--- src/rtl/lfu_page_replacement_macros.svh ---
// ---------------------------------------------------------------------------
// LFU page replacement assertion macros
// Shared concurrent assertion forms, clocked on clk and disabled in reset.
// ---------------------------------------------------------------------------
`ifndef LFU_PAGE_REPLACEMENT_MACROS_SVH
`define LFU_PAGE_REPLACEMENT_MACROS_SVH

// A condition that must hold at every clock edge.
`define LFU_ASSERT_ALWAYS(label, expr, msg) \
  label: assert property (@(posedge clk) disable iff (rst) (expr)) else $error(msg);

// A condition that must hold in the cycle after the antecedent.
`define LFU_ASSERT_NEXT(label, ante, cons, msg) \
  label: assert property (@(posedge clk) disable iff (rst) (ante) |=> (cons)) else $error(msg);

`endif

--- src/rtl/lfu_pkg.sv ---
// ---------------------------------------------------------------------------
// LFU page replacement package
// Payload types, frame entry and cell control types, and fixed constants.
// ---------------------------------------------------------------------------
package lfu_pkg;

  localparam int PAGE_W  = 7;
  localparam int FREQ_W  = 16;
  localparam int FAULT_W = 32;
  localparam int CFG_W   = 4;
  // Frame indexes and counts, wide enough for the largest frame row.
  localparam int IDX_W   = 6;
  localparam int PAGE_SPAN = 1 << PAGE_W;

  localparam logic [CFG_W-1:0]   CFG_RESET = 4'd3;
  localparam logic [FREQ_W-1:0]  FREQ_MAX  = '1;
  localparam logic [FAULT_W-1:0] FAULT_MAX = '1;

  typedef struct packed {
    logic [PAGE_W-1:0] page;
    logic              last_reference;
  } in_t;

  typedef struct packed {
    logic               hit;
    logic               evicted_valid;
    logic [PAGE_W-1:0]  evicted_page;
    logic [FAULT_W-1:0] fault_total;
    logic               sequence_done;
  } out_t;

  typedef struct packed {
    logic [PAGE_W-1:0] page;
    logic [FREQ_W-1:0] freq;
  } entry_t;

  typedef struct packed {
    logic             upd;
    logic [IDX_W-1:0] pos;
    logic [IDX_W-1:0] rem_len;
    entry_t           ins;
  } cell_ctrl_t;

  typedef enum logic {
    ST_IDLE,
    ST_EXEC
  } state_t;

endpackage

--- src/rtl/lfu_ram.sv ---
// ---------------------------------------------------------------------------
// LFU generic RAM
// One write port and one read port with registered read data.
// ---------------------------------------------------------------------------
module lfu_ram #(
  parameter int WIDTH = 16,
  parameter int DEPTH = 128
) (
  input  logic                     clk,
  input  logic                     we,
  input  logic [$clog2(DEPTH)-1:0] waddr,
  input  logic [WIDTH-1:0]         wdata,
  input  logic [$clog2(DEPTH)-1:0] raddr,
  output logic [WIDTH-1:0]         rdata
);

  logic [WIDTH-1:0] mem [DEPTH];

  always_ff @(posedge clk) begin
    if (we) begin
      mem[waddr] <= wdata;
    end
    rdata <= mem[raddr];
  end

endmodule

--- src/rtl/lfu_cell.sv ---
// ---------------------------------------------------------------------------
// LFU frame cell
// Holds one frame of the ordered list and takes part in remove and insert.
// ---------------------------------------------------------------------------
module lfu_cell
  import lfu_pkg::*;
#(
  parameter int IDX = 0
) (
  input  logic       clk,
  input  cell_ctrl_t ctrl,
  input  entry_t     prev_rem,
  input  logic       prev_le,
  input  entry_t     nxt,
  output entry_t     own,
  output entry_t     rem,
  output logic       le
);

  localparam logic [IDX_W-1:0] MY_IDX = IDX_W'(IDX);

  // After removal each cell at or above the removed place takes its right neighbour.
  assign rem = (MY_IDX < ctrl.pos) ? own : nxt;
  assign le  = (MY_IDX < ctrl.rem_len) && (rem.freq <= ctrl.ins.freq);

  always_ff @(posedge clk) begin
    if (ctrl.upd) begin
      if (le) begin
        own <= rem;
      end else if (MY_IDX == '0 || prev_le) begin
        own <= ctrl.ins;
      end else begin
        own <= prev_rem;
      end
    end
  end

endmodule

--- src/rtl/lfu_page_replacement.sv ---
// A result is registered into out_item when the update state fires after the
// transfer; it waits while the receiver stalls. A new reference is taken only
// in idle, where the RAM read is registered; the cells then shift and insert.
// Reset (rst, synchronous) empties the frames, zeroes the fault count, marks every
// stored frequency as zero and sets the frame count register to three; the end
// of a sequence does the same but keeps the frame count register.
// ---------------------------------------------------------------------------
// LFU page replacement
// Least frequently used frame list with oldest-first tie-break and fault count.
// ---------------------------------------------------------------------------
module lfu_page_replacement
  import lfu_pkg::*;
#(
  parameter int MAX_FRAMES = 8,
  parameter int PAGE_RANGE = 128
) (
  input  logic             clk,
  input  logic             rst,
  input  logic             in_valid,
  output logic             in_stall,
  input  in_t              in_item,
  output logic             out_valid,
  input  logic             out_stall,
  output out_t             out_item,
  input  logic             cfg_we,
  input  logic [CFG_W-1:0] cfg_data
);

  `include "lfu_page_replacement_macros.svh"

  localparam int AW = $clog2(PAGE_RANGE);

  function automatic logic [PAGE_SPAN*AW-1:0] mod_table();
    logic [PAGE_SPAN*AW-1:0] t;
    int r;
    t = '0;
    r = 0;
    for (int v = 0; v < PAGE_SPAN; v++) begin
      t[v*AW +: AW] = AW'(r);
      r = (r == PAGE_RANGE - 1) ? 0 : r + 1;
    end
    return t;
  endfunction

  localparam logic [PAGE_SPAN*AW-1:0] MOD_TAB = mod_table();

  state_t             state, state_next;
  logic [CFG_W-1:0]   frames_in_use;
  logic [PAGE_W-1:0]  page_r;
  logic               last_r;
  logic [IDX_W-1:0]   filled;
  logic [FAULT_W-1:0] faults;
  logic [PAGE_RANGE-1:0] fvalid;

  logic               in_acc, exec_fire;
  logic [PAGE_W-1:0]  in_red;
  logic [AW-1:0]      ram_raddr, ram_waddr;
  logic               ram_we;
  logic [FREQ_W-1:0]  ram_rdata, ram_wdata;

  entry_t             own_q [MAX_FRAMES];
  entry_t             rem_w [MAX_FRAMES];
  logic [MAX_FRAMES-1:0] le_w;
  logic [MAX_FRAMES-1:0] match_vec;
  cell_ctrl_t         ctrl;

  logic [IDX_W-1:0]   fiu_ext, cap, pos_hit, rem_len;
  logic               hit, full, evict;
  logic [FREQ_W-1:0]  hit_freq, base_freq, new_freq;
  logic [FAULT_W-1:0] faults_next;
  logic [IDX_W-1:0]   filled_next;

  // Page number folded into the page range.
  assign in_red = PAGE_W'(MOD_TAB[in_item.page*AW +: AW]);

  always_comb begin
    state_next = state;
    unique case (state)
      ST_IDLE: if (in_acc) state_next = ST_EXEC;
      ST_EXEC: if (exec_fire) state_next = ST_IDLE;
      default: state_next = ST_IDLE;
    endcase
  end

  always_comb begin
    in_stall  = 1'b1;
    exec_fire = 1'b0;
    unique case (state)
      ST_IDLE: in_stall = 1'b0;
      ST_EXEC: exec_fire = !out_valid || !out_stall;
      default: in_stall = 1'b1;
    endcase
  end

  assign in_acc    = in_valid && !in_stall;
  assign ram_raddr = (state == ST_IDLE) ? AW'(in_red) : AW'(page_r);

  lfu_ram #(
    .WIDTH(FREQ_W),
    .DEPTH(PAGE_RANGE)
  ) u_freq_ram (
    .clk  (clk),
    .we   (ram_we),
    .waddr(ram_waddr),
    .wdata(ram_wdata),
    .raddr(ram_raddr),
    .rdata(ram_rdata)
  );

  always_comb begin
    hit_freq = '0;
    pos_hit  = '0;
    for (int i = 0; i < MAX_FRAMES; i++) begin
      match_vec[i] = (own_q[i].page == page_r) && (IDX_W'(i) < filled);
      if (match_vec[i]) begin
        hit_freq = hit_freq | own_q[i].freq;
        pos_hit  = pos_hit | IDX_W'(i);
      end
    end
  end

  always_comb begin
    fiu_ext = IDX_W'(frames_in_use);
    if (fiu_ext == '0) begin
      cap = IDX_W'(1);
    end else if (fiu_ext > IDX_W'(MAX_FRAMES)) begin
      cap = IDX_W'(MAX_FRAMES);
    end else begin
      cap = fiu_ext;
    end
    hit   = |match_vec;
    full  = filled >= cap;
    evict = !hit && full;

    base_freq = hit ? hit_freq : (fvalid[AW'(page_r)] ? ram_rdata : '0);
    new_freq  = (base_freq == FREQ_MAX) ? base_freq : base_freq + 1'b1;

    rem_len     = (hit || full) ? filled - 1'b1 : filled;
    filled_next = rem_len + 1'b1;
    faults_next = (hit || faults == FAULT_MAX) ? faults : faults + 1'b1;

    ctrl.upd      = exec_fire;
    ctrl.pos      = hit ? pos_hit : (full ? '0 : '1);
    ctrl.rem_len  = rem_len;
    ctrl.ins.page = page_r;
    ctrl.ins.freq = new_freq;

    // The evicted page leaves the row with its count lowered by one.
    ram_we    = exec_fire && evict;
    ram_waddr = AW'(own_q[0].page);
    ram_wdata = (own_q[0].freq == '0) ? '0 : own_q[0].freq - 1'b1;
  end

  for (genvar g = 0; g < MAX_FRAMES; g++) begin : g_cell
    entry_t nb_next;
    entry_t nb_prev;
    logic   nb_le;
    if (g == MAX_FRAMES - 1) begin : g_tail
      assign nb_next = own_q[g];
    end else begin : g_body
      assign nb_next = own_q[g+1];
    end
    if (g == 0) begin : g_head
      assign nb_prev = '0;
      assign nb_le   = 1'b0;
    end else begin : g_link
      assign nb_prev = rem_w[g-1];
      assign nb_le   = le_w[g-1];
    end
    lfu_cell #(
      .IDX(g)
    ) u_cell (
      .clk     (clk),
      .ctrl    (ctrl),
      .prev_rem(nb_prev),
      .prev_le (nb_le),
      .nxt     (nb_next),
      .own     (own_q[g]),
      .rem     (rem_w[g]),
      .le      (le_w[g])
    );
  end

  always_ff @(posedge clk) begin
    if (rst) begin
      state         <= ST_IDLE;
      frames_in_use <= CFG_RESET;
      filled        <= '0;
      faults        <= '0;
      fvalid        <= '0;
      out_valid     <= 1'b0;
    end else begin
      state <= state_next;
      if (cfg_we) begin
        frames_in_use <= cfg_data;
      end
      if (exec_fire) begin
        out_valid <= 1'b1;
        if (last_r) begin
          filled <= '0;
          faults <= '0;
          fvalid <= '0;
        end else begin
          filled <= filled_next;
          faults <= faults_next;
          if (ram_we) begin
            fvalid[ram_waddr] <= 1'b1;
          end
        end
      end else if (!out_stall) begin
        out_valid <= 1'b0;
      end
    end
  end

  always_ff @(posedge clk) begin
    if (in_acc) begin
      page_r <= in_red;
      last_r <= in_item.last_reference;
    end
    if (exec_fire) begin
      out_item.hit           <= hit;
      out_item.evicted_valid <= evict;
      out_item.evicted_page  <= evict ? own_q[0].page : '0;
      out_item.fault_total   <= faults_next;
      out_item.sequence_done <= last_r;
    end
  end

  `LFU_ASSERT_ALWAYS(a_match_onehot, $onehot0(match_vec), "resident page matches two frames")
  `LFU_ASSERT_ALWAYS(a_filled_range, filled <= IDX_W'(MAX_FRAMES), "frame count overflow")
  `LFU_ASSERT_NEXT(a_accept_exec, in_acc, state == ST_EXEC, "transfer did not start update")
  `LFU_ASSERT_NEXT(a_fire_result, exec_fire, out_valid, "update produced no result")

endmodule

--- config.mk ---
export PLATFORM = sky130hd
export DESIGN_NAME = lfu_page_replacement
export DESIGN_NICKNAME = d
export VERILOG_FILES = /design/src/rtl/lfu_pkg.sv /design/src/rtl/lfu_ram.sv /design/src/rtl/lfu_cell.sv /design/src/rtl/lfu_page_replacement.sv
export VERILOG_INCLUDE_DIRS = /design/src /design/src/rtl
export SDC_FILE = /design/constraint.sdc
export NUM_CORES = 2
export LEC_CHECK = 0
export BUFFER_PORTS_ARGS = -buffer_cell sky130_fd_sc_hd__buf_4
export CAP_MARGIN = 25
export CORE_UTILIZATION = 55
export CTS_BUF_LIST = sky130_fd_sc_hd__clkbuf_8
export DETAILED_ROUTE_END_ITERATION = 10
export GPL_TIMING_DRIVEN = 0
export PLACE_DENSITY = 0.79
export SKIP_CTS_REPAIR_TIMING = 1
export SYNTH_ARGS = -nofsm -noshare
export SYNTH_HDL_FRONTEND = slang
export SYNTH_SLANG_ARGS = --single-unit
--- constraint.sdc ---
create_clock -name clk -period 9.4 [get_ports clk]
set_clock_uncertainty 0.2 [all_clocks]
set_input_delay 0.47 -clock clk [delete_from_list [all_inputs] [get_ports clk]]
set_output_delay 0.47 -clock clk [all_outputs]
set_load 0.005 [all_outputs]
After elaboration in Yosys (flattened, before gate mapping)
Memories as Yosys holds them, arrays and structs flattened. A register that Yosys moved wholly into a read port is not among the register bits.
Cells that the tools add are included.
W data, S select, Z words.

word-level totals
  bits in registers = 406
  output and inout bits = 44
  memory bits (writable) = 2048
  logic and storage cells = 190
  memories = 1

memory list
  memory          depth  bits a word  read ports  clocked after memory_dff  wr ports  line           RTL
  u_freq_ram.mem  128    16           1           1                         1         lfu_ram.sv:17  logic [WIDTH-1:0] mem [DEPTH];

cells by class
  shift-type cells = 1
  $add $sub $neg = 5
  muxes and demuxes = 64
  order comparisons = 36
  reduce and logical (&&, ||, !) cells = 32
  multipliers = 1
  bitwise logic cells = 10
  equal/unequal tests = 11

operators by type and width
  kind                         number
  $shiftx A896 B11 Y7 const A  1
  $mux W23                     21
  $mux W128                    2
  $mux W16                     12
  $le A16 B16 Y1               8
  $or A128 B128 Y128           1
  $or A16 B16 Y16              7
  $lt A3 B6 Y1 const A         11
  $mux W32                     2
  $eq A7 B7 Y1                 8
  $lt A1 B6 Y1 const A         6
  $lt A2 B6 Y1 const A         6
  $add A32 B1 Y32 const B      1
  $eq A32 B32 Y1 const B       1
  $mux W6                      4
  $logic_and A1 B1 Y1          20
  $add A16 B1 Y16 const B      1
  $eq A16 B16 Y1 const B       1
  $logic_not A16 Y1            1
  $lt A7 B8 Y1 const B         2
  $sub A16 B1 Y16 const B      1
  $mux W3                      4
  $mux W1                      11
  $mul A7 B3 Y10 const B       1
  19 further kinds             27

Longest topological paths before layout
  depth after elaboration = 24
  mapped depth = 35
  mapped depth without buffers = 29

By module
From an unflattened synthesis, not the netlist that was laid out.

unflattened totals
  cell total of the unflattened synthesis = 5780
  area, all modules = 106503.4 µm²

by module, submodules not included
  module                       instances  cells each  area each (µm²)
  lfu_ram                      1          3086        78522.8
  lfu_page_replacement         1          1309        12179.2
  lfu_cell (g_cell[1].u_cell)  1          178         2068.2
  lfu_cell (g_cell[6].u_cell)  1          179         2038.2
  lfu_cell (g_cell[5].u_cell)  1          177         2026.9
  lfu_cell (g_cell[4].u_cell)  1          180         2011.9
  lfu_cell (g_cell[3].u_cell)  1          180         1999.4
  lfu_cell (g_cell[7].u_cell)  1          172         1985.7
  lfu_cell (g_cell[2].u_cell)  1          180         1973.1
  lfu_cell (g_cell[0].u_cell)  1          139         1697.9

Worst setup path before layout
OpenSTA, ideal clock, no wires.

  path type = reg-to-reg
  from = register state
  to = register faults[11]
  slack = 860 ps
  clock period less this slack = 8540 ps
  cell stages (with the launch flop) = 8
  required time = 9083 ps
  data arrival time = 8223 ps
  path buffers = 3
  cell sequence = dfxtp_1 buf_1 nand2_1 inv_1 clkbuf_1 nor2_1 clkbuf_1 a22o_1

RTL lines
  what                      line                         RTL
  start: declaration        lfu_page_replacement.sv:47   state_t state, state_next;
  start signal: assignment  lfu_page_replacement.sv:193  state <= state_next;
  end signal: assignment    lfu_page_replacement.sv:205  faults <= faults_next;
  end: declaration          lfu_page_replacement.sv:52   logic [FAULT_W-1:0] faults;

Worst setup path in the final report
  from = register filled[1]
  to = register g_cell[1].u_cell.own[19] (netlist bit) (data pin)

RTL lines
  what                                         line                                                      RTL
  start: declaration                           lfu_page_replacement.sv:51                                logic [IDX_W-1:0] filled;
  start signal: assignment                     lfu_page_replacement.sv:204                               filled <= filled_next;
  $lt A1 B6 Y1 (tied with other cells)         lfu_page_replacement.sv:114                               match_vec[i] = (own_q[i].page == page_r) && (IDX_W'(i) < filled);
  $logic_and A1 B1 Y1                          lfu_page_replacement.sv:114
  $reduce_or A8 Y1 (*)                         lfu_page_replacement.sv:131                               hit = |match_vec;
  net hit                                      lfu_page_replacement.sv:68                                logic hit, full, evict;
  $mux W16 / $mux W6 (equally long branches)   lfu_page_replacement.sv:135, lfu_page_replacement.sv:143
  $add A16 B1 Y16 (tied with other cells)      lfu_page_replacement.sv:136                               new_freq = (base_freq == FREQ_MAX) ? base_freq : base_freq + 1'b1;
  $mux W16 / $mux W23 (equally long branches)  lfu_page_replacement.sv:136, lfu_cell.sv:23
  $le A16 B16 Y1                               lfu_cell.sv:24                                            assign le = (MY_IDX < ctrl.rem_len) && (rem.freq <= ctrl.ins.freq);
  $logic_and A1 B1 Y1                          lfu_cell.sv:24
  $mux W23                                     lfu_cell.sv:30                                            end else if (MY_IDX == '0 || prev_le) begin
  $mux W23 (*)                                 lfu_cell.sv:28                                            if (le) begin
  end signal: assignment                       lfu_cell.sv:29                                            own <= rem;
  end signal: assignment                       lfu_cell.sv:31                                            own <= ctrl.ins;
  end signal: assignment                       lfu_cell.sv:33                                            own <= prev_rem;
  end: declaration                             lfu_cell.sv:15                                            output entry_t own,

Mark *: on every way through the listed nets, which the timed path passes. The rest lies on a longest branch.
A chain may end at the register's enable or synchronous reset.

==> impl_results.md <==
- Routed WL: 318,000 microns
- Internal: 20.5 mW
- Site row count: 160
- Cell family with most CP delay: simple AND/OR/NAND/NOR gates
- Via count: 67,600
- Remaining Overflow, GRT: 0
- I/O Buffers: 60
- Post-synthesis sequential area ratio: 68.0%
- Slack of the critical path: 0.153 ns
- Drt wl/cell: 31.8 microns
- Worst path slowest cell: a2111oi_1
- DR vias/cell: 6.76
- Final Cell Area: 121,000 sq um
- CTS Root Cell: clkbuf_8
- CTS sink count: 2,470
- DRT Pass-1 Iters: 8
- DP Area: 113,000 sq um
- Slew margin rel.: 22.1%
- Crit-path max FO: 10
- Met3 Routed Length: 44,200 microns
- Detail Placement HPWL: 225,000 microns
- Setup violations, final: 0
- Share of cells above drive strength 1: 22.1%
- Buffers and inverters on the worst path: 6
- Largest net degree at the start of global routing: 81
- Crit path top cell by count: and3_1
- Area Overhead vs Synth: 13.4%
- Total global-route track usage: 32.2%
- Max Freq: 108 MHz
- Pwr/cell area: 252 nW/um^2
- Routed Antenna Nets: 0
- Leak: 39.8 nW
- Placer congestion estimate: 1.06
- DR WL met2: 143,000 microns
- TritonCTS Buffers: 399
- Post-synth EDFFs: 2,282
- WHS: 0.0338 ns
- Worst Setup End Kind: register
- Fill cell count: 13,100
- Worst Tran Pin Value: 1.16 ns
- Final Util: 63.1%
- Final Max Tran Viols: 0
- Vias in the first global route: 65,900
- CTS tree: built
- Maximum vdd drop: 0.245 mV
- Unique cell type count in the Yosys netlist: 97
- Combinational Power Share: 26.8%
- Post-route DRC: 0
- Syn nets: 6,661
- Critical Path RT: 9.99 ns
- H-tree depth: 5
- Metal-1 WL: 114,000 microns
- Cell Area, Synth: 106,000 sq um
- Clk pwr share: 28.5%
- Top sig layer: met5
- Die height: 442 microns
- Crit-path max cell delay: 0.77 ns
- MaxCap Viol Count: 0
- # IOs: 61
- Min Tclk post-route: 9.25 ns
- Initial drt markers: 10,500
- Initial antenna violation count: 14
- Most frequent cells in the layout: 2,282 x edfxtp_1, 536 x mux4_2, 422 x clkbuf_8, 402 x nand2_1, 325 x a21oi_1
- Hold Path Class: input pin to register
- DIE WIDTH: 442 microns
- Worst-path clk slew: 0.07 ns
- Status: finished clean
- Final hold violation count: 0
- Seq pwr share: 44.7%
- Seq cells post-synth: 2,470
- NetSw: 9.89 mW
- Core Box Area: 191,000 sq um
- Ys async rst share: 0%
- Switching portion of total power: 32.6%
- Worst-skew pair later-pin latency: 1.13 ns
- Critical path class: register to register
- Most common cell after layout, fill and taps aside: edfxtp_1
- DIE AREA: 195,000 sq um
- Initial Util: 55.7%
- Max clock buf depth: 4
- Fin crit share: 98.4%
- Synth Flop Type: edfxtp_1
- Critical path arrival: 9.83 ns
- Synth Area per Inst: 16.3 sq um
- First-pass GRT wire length: 453,000 microns
- CP Launch Type: register
- Nets: 7,320
- Post-route setup TNS: 0 ns
- Synthesized instance count: 6,516
- DP Worst Slack: -0.954 ns
- YS warnings: 0
## path summary, 6_finish.rpt
check | start | end | slack (ns) | cells after the start
min | in_item[0] | last_r | 0.03 | 2
min reg2reg | fvalid[119] | fvalid[119] | 0.27 | 2
max reg2reg | filled[1] | g_cell[1].u_cell.own[19] | 0.15 | 27
max | filled[1] | g_cell[1].u_cell.own[19] | 0.15 | 27
## registers in the layout, indices dropped and copies added, names as in the netlist
name,count
frames_in_use,4
page_r,7
faults,32
u_freq_ram.rdata,16
out_valid,1
fvalid,128
out_item,42
u_freq_ram.mem,2048
last_r,1
state,1
filled,6
g_cell.u_cell.own,184
## layout make-up
cell class                 count  area [sq um]  area share (%)
antenna                        6          15.0          0.0125
buffer                       437          1830            1.52
clock buffer                 422          5810            4.82
clock inverter               287          1450            1.20
inverter                      84           323           0.268
multi-input combinational   3525         32400            26.9
sequential                  2470         72300            60.0
tap                         2511          3140            2.61
timing repair buffer         258          3270            2.71
## power groups by stage
stage                     clock, mW  sequential (mW)  combinational, mW
after floorplan                   0             13.7               4.86
after global placement            0             14.1               7.17
after detailed placement          0             13.8               7.68
after CTS                      8.64             13.5               7.71
after global routing           9.11             13.6               8.51
final                          8.64             13.6               8.13
## logic make-up (layout without fill, tap and decap cells)
family	count (synthesis)	count (layout)	synth area share [%]
DFF	2470	2470	68.0
and+or+nand+nor	1338	1338	5.99
AOI/OAI and AO/OA	1120	1120	7.24
muxes	815	815	14.2
buffers and inverters	521	1488	2.00
adders and majority gates	130	130	1.53
xor gates and xnor gates	122	122	1.05
other	0	6	0
## cells in the mapped netlist, drive strengths merged (89+ instances only)
| library cell | count | area (sq um) |
|---|---|---|
| edfxtp | 2282 | 68500 |
| mux4 | 536 | 12100 |
| nor2 | 411 | 1560 |
| nand2 | 404 | 1520 |
| a21oi | 328 | 1650 |
| clkbuf | 291 | 1090 |
| a211oi | 203 | 1520 |
| dfxtp | 188 | 3760 |
| mux2i | 150 | 1500 |
| and2 | 149 | 932 |
| buf | 146 | 717 |
| mux2 | 129 | 1510 |
| ha | 128 | 1600 |
| xor2 | 89 | 780 |
## metrics by stage
| stage | power [mW] | std cells |
|---|---|---|
| 2_1_floorplan | 18.6 | 6516 |
| 3_3_place_gp | 21.2 | 9087 |
| 3_5_place_dp | 21.5 | 9220 |
| 4_1_cts | 29.9 | 9929 |
| 5_1_grt | 31.2 | 9996 |
| 6_report | 30.3 | 10000 |
## per-layer routing
layer	GRT usage (%)	up-vias
met5	0	-
met4	16.0	10
met3	9.97	935
met2	48.0	5341
met1	43.0	33800
li1	-	27600
No activity file was read; power rests on OpenSTA's default activity.
